===== config.mk =====
export PLATFORM = sky130hd
export DESIGN_NAME = rrd_ptr
export DESIGN_NICKNAME = d
export VERILOG_FILES = /design/src/rtl/rrd_pkg.sv /design/src/rtl/rrd_ptr.sv
export SDC_FILE = /design/constraint.sdc
export NUM_CORES = 1
export LEC_CHECK = 0
export ABC_AREA = 1
export BUFFER_PORTS_ARGS = -buffer_cell sky130_fd_sc_hd__buf_2
export CORE_UTILIZATION = 47
export CTS_BUF_LIST = sky130_fd_sc_hd__clkbuf_4 sky130_fd_sc_hd__clkbuf_8 sky130_fd_sc_hd__clkbuf_16
export CTS_CLUSTER_DIAMETER = 80
export DETAILED_ROUTE_END_ITERATION = 16
export PLACE_DENSITY = 0.89
export SLEW_MARGIN = 20
export SYNTH_ARGS = -nofsm -noshare
export SYNTH_HDL_FRONTEND = slang
export SYNTH_SLANG_ARGS = --single-unit
export TNS_END_PERCENT = 100

===== constraint.sdc =====
create_clock -name clk -period 17.3 [get_ports clk]
set_input_delay 2.595 -clock clk [delete_from_list [all_inputs] [get_ports clk]]
set_output_delay 2.595 -clock clk [all_outputs]
set_load 0.02 [all_outputs]

===== src/rtl/rrd_pkg.sv =====
package rrd_pkg;

  // Fixed field widths of the command and result beats.
  localparam int POS_W  = 10;
  localparam int WORD_W = 64;
  localparam int OCC_W  = 11;

  // Command codes carried in the action field.
  typedef enum logic [3:0] {
    ACT_PUSH_L = 4'd0,
    ACT_PUSH_R = 4'd1,
    ACT_POP_L  = 4'd2,
    ACT_POP_R  = 4'd3,
    ACT_PEEK_L = 4'd4,
    ACT_PEEK_R = 4'd5,
    ACT_GET    = 4'd6,
    ACT_SET    = 4'd7,
    ACT_REV    = 4'd8
  } rrd_act_t;

  // Status codes returned with every result.
  typedef enum logic [1:0] {
    ST_OK    = 2'd0,
    ST_EMPTY = 2'd1,
    ST_RANGE = 2'd2,
    ST_FULL  = 2'd3
  } rrd_status_t;

  typedef struct packed {
    logic [3:0]               action;
    logic [POS_W-1:0]         position;
    logic signed [WORD_W-1:0] word_in;
  } rrd_in_t;

  typedef struct packed {
    logic signed [WORD_W-1:0] word_out;
    logic [1:0]               status;
    logic [OCC_W-1:0]         occupancy;
    logic                     is_empty;
    logic                     reversed_now;
  } rrd_out_t;

  // Strobes from the pointer logic to the ring memory.
  typedef struct packed {
    logic wr_en;
    logic rd_en;
  } rrd_mem_cmd_t;

endpackage


===== src/rtl/rrd_ptr.sv =====
module rrd_ptr import rrd_pkg::*; #(
  parameter int CAPACITY = 1024,
  localparam int PW = $clog2(CAPACITY),
  localparam int CW = $clog2(CAPACITY + 1)
) (
  input  logic                     clk,
  input  logic                     rst_n,
  input  logic                     accept,
  input  rrd_in_t                  cmd,
  output rrd_mem_cmd_t             mem_cmd,
  output logic [PW-1:0]            mem_addr,
  output logic signed [WORD_W-1:0] mem_wdata,
  output rrd_out_t                 res
);

  localparam int XW = ((CW > POS_W) ? CW : POS_W) + 1;
  localparam int SW = PW + 1;

  logic [PW-1:0] head_r, head_nxt, tail_r, tail_nxt;
  logic [CW-1:0] count_r, count_nxt;
  logic          rev_r, rev_nxt;

  logic          is_full, is_zero, in_range, head_side;
  logic [XW-1:0] idx;
  logic [PW-1:0] idx_p, head_inc, head_dec, tail_inc, tail_dec, slot;
  logic [SW-1:0] fwd_s, bwd_s;
  rrd_mem_cmd_t  cmd_raw;

  assign is_full = (count_r == CW'(CAPACITY));
  assign is_zero = (count_r == '0);

  assign head_inc = (head_r == PW'(CAPACITY - 1)) ? '0 : head_r + 1'b1;
  assign head_dec = (head_r == '0) ? PW'(CAPACITY - 1) : head_r - 1'b1;
  assign tail_inc = (tail_r == PW'(CAPACITY - 1)) ? '0 : tail_r + 1'b1;
  assign tail_dec = (tail_r == '0) ? PW'(CAPACITY - 1) : tail_r - 1'b1;

  // Logical index of the addressed element; peeks address the two ends.
  always_comb begin
    case (cmd.action)
      ACT_PEEK_L: idx = '0;
      ACT_PEEK_R: idx = XW'(count_r) - 1'b1;
      default:    idx = XW'(cmd.position);
    endcase
  end

  assign in_range = (idx < XW'(count_r));
  assign idx_p    = PW'(idx);

  // Map the logical index onto a ring slot. Both sums stay below twice the
  // capacity, so one conditional subtract wraps them.
  assign fwd_s = SW'(head_r) + SW'(idx_p);
  assign bwd_s = SW'(tail_r) + SW'(CAPACITY - 1) - SW'(idx_p);

  always_comb begin
    if (!rev_r) begin
      slot = (fwd_s >= SW'(CAPACITY)) ? PW'(fwd_s - SW'(CAPACITY)) : PW'(fwd_s);
    end else begin
      slot = (bwd_s >= SW'(CAPACITY)) ? PW'(bwd_s - SW'(CAPACITY)) : PW'(bwd_s);
    end
  end

  always_comb begin
    head_nxt     = head_r;
    tail_nxt     = tail_r;
    count_nxt    = count_r;
    rev_nxt      = rev_r;
    cmd_raw      = '0;
    mem_addr     = slot;
    mem_wdata    = cmd.word_in;
    res          = '0;
    head_side    = 1'b0;
    case (cmd.action)
      ACT_PUSH_L, ACT_PUSH_R: begin
        head_side = (cmd.action == ACT_PUSH_L) ? !rev_r : rev_r;
        if (is_full) begin
          res.status = ST_FULL;
        end else begin
          cmd_raw.wr_en = 1'b1;
          count_nxt     = count_r + 1'b1;
          if (head_side) begin
            head_nxt = head_dec;
            mem_addr = head_dec;
          end else begin
            tail_nxt = tail_inc;
            mem_addr = tail_r;
          end
        end
      end
      ACT_POP_L, ACT_POP_R: begin
        head_side = (cmd.action == ACT_POP_L) ? !rev_r : rev_r;
        if (is_zero) begin
          res.status = ST_EMPTY;
        end else begin
          count_nxt = count_r - 1'b1;
          if (head_side) begin
            head_nxt = head_inc;
          end else begin
            tail_nxt = tail_dec;
          end
        end
      end
      ACT_PEEK_L, ACT_PEEK_R, ACT_GET: begin
        if (!in_range) begin
          res.status   = (cmd.action == ACT_GET) ? ST_RANGE : ST_EMPTY;
          res.word_out = '1;
        end else begin
          cmd_raw.rd_en = 1'b1;
        end
      end
      ACT_SET: begin
        if (!in_range) begin
          res.status = ST_RANGE;
        end else begin
          cmd_raw.wr_en = 1'b1;
        end
      end
      ACT_REV: begin
        rev_nxt = !rev_r;
      end
      default: begin
      end
    endcase
    res.occupancy    = OCC_W'(count_nxt);
    res.is_empty     = (count_nxt == '0);
    res.reversed_now = rev_nxt;
  end

  assign mem_cmd.wr_en = accept & cmd_raw.wr_en;
  assign mem_cmd.rd_en = accept & cmd_raw.rd_en;

  always_ff @(posedge clk) begin
    if (!rst_n) begin
      head_r  <= '0;
      tail_r  <= '0;
      count_r <= '0;
      rev_r   <= 1'b0;
    end else if (accept) begin
      head_r  <= head_nxt;
      tail_r  <= tail_nxt;
      count_r <= count_nxt;
      rev_r   <= rev_nxt;
    end
  end

endmodule


==> results.cfg <==
[status]
outcome = completed

[die]
rows = 38
die_area_sq_um = 12000
die_y_um = 109.5
dieWidth_um = 109.5
boundaryPins = 236
coreArea_sq_um = 11030
initial_core_util_pct = 49.27

[finish]
finalNetCount = 974
areaGrowthSynthToFinish_pct = -3.315
diodes = 0
final_util_pct = 47.64
drive_gt1_share_pct = 17.15
fillers = 1114

[sta]
finalSetupViolCount = 0
setup_ws_ns = 8.921
hold_viol = 0
setup-tns-final_ns = 0
fin_crit_sh_pct = 48.43
fin_skew_ns = 0.007690
fmax_mhz = 119.3
tightest_slew_ns = 0.7384
timing.hold.ws_ns = 0.6011
fin_crit_ns = 8.379
rsz0062_at_grt = no
max_slew_margin_pct = 50.72
final_max_slew_viol_count = 0

[synth]
synth-seq-area-share_pct = 11.79
synth_edf_count = 0
ys_seq_elements = 32
synth.cell_area_sq_um = 5435
yosysWarnings = 0
synth-main-ff-cell = dfxtp_1
syn_avg_cell_area_sq_um = 6.093
yosysUniqueCellTypes = 44
netlist_instances = 892
async_reset_ff_share_pct = 0
synth_nets = 1009

[route]
vias = 5712
dr.first_iter.drc_count = 733
ant_nets = 0
first_pass_iters = 5
remaining_drc_errors = 0
viasPerCell = 5.729
wire_per_inst_um = 15.00
wl_mm = 14.96

[setup_path]
critical_path.cell_chain = buf_2, inv_1, nand2_1, nor2_1, inv_1, o22ai_1, inv_1, fa_1, inv_1, nand2_1, nand2_1, a21oi_1, o21ai_0, xor2_1, nand2_1, nand3_1, nand2_1, inv_1, buf_2
timing_worst_setup_path_type = in2out
crit_family = simple AND/OR/NAND/NOR gates
slowest_delay_ns = 0.48
cp-end-kind = output port
cp_slowest_cell = nor2_1
cp.required_ns = 14.70
crit_buf_inv = 7
arrival_ns = 5.78
crit_fanout = 11
start_kind = input pin

[grt]
antenna_found_initial = 0
grt_usage_pct = 25.02
grt_max_degree = 65
grt_pass1_vias = 4752
grt_pass1_wl_mm = 23.17
grt.overflow.total = 0

[clocking]
htreeDepth = 2
cts_setup_buffers = 0
clock_latency_ns = 0.29
clock_sink_count = 32
cts_buffer_depth = 2
cts-resized-gates = 0
cts_tree = done
cts_buffers = 5
clkTransAtPathRegs_ns = 0.05
cts_hold_buf = 0
clockRootBuffer = clkbuf_16

[pwr]
p_sw_mw = 0.1524
p_leak_nw = 2.780
combPwrFrac_pct = 46.2
p_per_area_nw_per_um2 = 64.67
pwr-share-clk_pct = 28.2
p_seq_share_pct = 25.6
ir_worst_vdd_v = 0.00003563
p_int_mw = 0.1874
p_sw_share_pct = 44.84

[placement]
gp_congestion = 1.003
io_buffers = 107
post-place-ws_ns = 8.963
place_hpwl_mm = 11.67

[worst_hold_path]
holdCritPathClass = reg2reg

[run]
cap_violations = 0
## state kept, by name (all words and copies together), names as in the netlist
register  flops
tail_r       10
count_r      11
head_r       10
rev_r         1
## synthesized netlist by cell type, types with 2 or more instances
library cell  count  area share (%)
a211oi_1          4            0.55
a21o_1            2            0.28
a21oi_1          59             5.4
a31oi_1          12             1.4
a32oi_1           2            0.32
buf_1             2            0.14
buf_2             7            0.64
buf_4           128              18
buf_6             4            0.83
clkbuf_1          9            0.62
dfxtp_1          32              12
fa_1              2            0.74
ha_1             34             7.8
inv_1           112             7.7
inv_2             7            0.48
nand2_1         156              11
nand2_4           4            0.83
nand3_1          76             7.0
nand3b_1          2            0.28
nand4_1          24             2.8
nor2_1           66             4.6
nor2_2            5            0.58
nor2_4            5             1.0
nor3_1            9            0.83
nor3_2            2            0.37
o211ai_1          7            0.97
o21ai_0          72             6.6
o21ai_1           7            0.64
o21bai_1          3            0.41
o22ai_1           3            0.35
o31ai_1           2            0.28
or2_2             3            0.35
xnor2_1           2            0.32
xor2_1           18             2.9
## area by class of cell
cell class	instances	area [sq um]	area share [%]
Clock buffer	7	152.6	2.905
Tap cell	140	175.2	3.333
Multi-Input combinational cell	590	3273	62.29
Sequential cell	32	640.6	12.19
Timing Repair Buffer	108	563.0	10.71
Inverter	120	450.4	8.571
## layout by cell type (no fill, tap or decap), drive strengths merged
| master | n |
|---|---|
| nor2 | 76 |
| a211oi | 4 |
| buf | 108 |
| o21a | 1 |
| o21bai | 3 |
| xor2 | 18 |
| nand2 | 161 |
| a21oi | 60 |
| ha | 34 |
| or2 | 3 |
| a31oi | 12 |
| clkinv | 1 |
| a32oi | 2 |
| o2bb2ai | 1 |
| xnor2 | 2 |
| o31ai | 2 |
| nor4 | 1 |
| o21ai | 80 |
| nor3 | 11 |
| fa | 2 |
| nand3b | 2 |
| inv | 119 |
| o22ai | 3 |
| nand4 | 24 |
| dfxtp | 32 |
| nand3 | 78 |
| a21o | 2 |
| a21boi | 1 |
| o211ai | 7 |
| clkbuf | 7 |
## tightest hold or removal path, cell delays in order (launching register included)
cell	delay, ns
dfxtp_1	0.39
nand2_1	0.10
a21oi_1	0.06
## power groups by stage
| stage | Sequential, mW | Combinational (mW) | Clock, mW |
|---|---|---|---|
| after global placement | 0.0879 | 0.151 | 0 |
| after CTS | 0.0865 | 0.154 | 0.0955 |
| after floorplan | 0.0836 | 0.151 | 0 |
| after detailed placement | 0.0880 | 0.153 | 0 |
| final | 0.0871 | 0.157 | 0.0958 |
| after global routing | 0.0877 | 0.174 | 0.0979 |
## metrics by stage
step | cell area (sq um) | power, mW | instances
5_1_grt | 5255 | 0.3599 | 997
4_1_cts | 5228 | 0.3358 | 996
3_5_place_dp | 5075 | 0.2408 | 989
2_1_floorplan | 5435 | 0.2346 | 892
3_3_place_gp | 5075 | 0.2389 | 989
6_report | 5255 | 0.3398 | 997
## path summary, 6_finish.rpt
kind	from	end	slack (ns)	cells past startpoint
worst max-delay path	cmd[77]	mem_addr[8]	8.92	19
worst min-delay path	head_r[9]	head_r[9]	0.60	2
worst min register to register	head_r[9]	head_r[9]	0.60	2
worst max register to register	head_r[0]	head_r[7]	15.06	10
## kinds of logic after synthesis
group | after synthesis | share of synthesized area [%]
fa+ha+maj | 36 | 8.564
flops | 32 | 11.79
simple gates | 356 | 30.09
buf+inv | 270 | 28.20
compound gates | 178 | 18.14
xor+xnor | 20 | 3.223
## routing by layer
layer  part of all wire [%]  up-vias  global-route usage [%]
met5                      0        -                       0
li1                       -     2751                       -
met3                     11       47                   4.505
met1                     41     2571                   33.18
met4                    3.7        0                   11.62
met2                     45      343                   39.22
(Power assumes the default switching activity.)
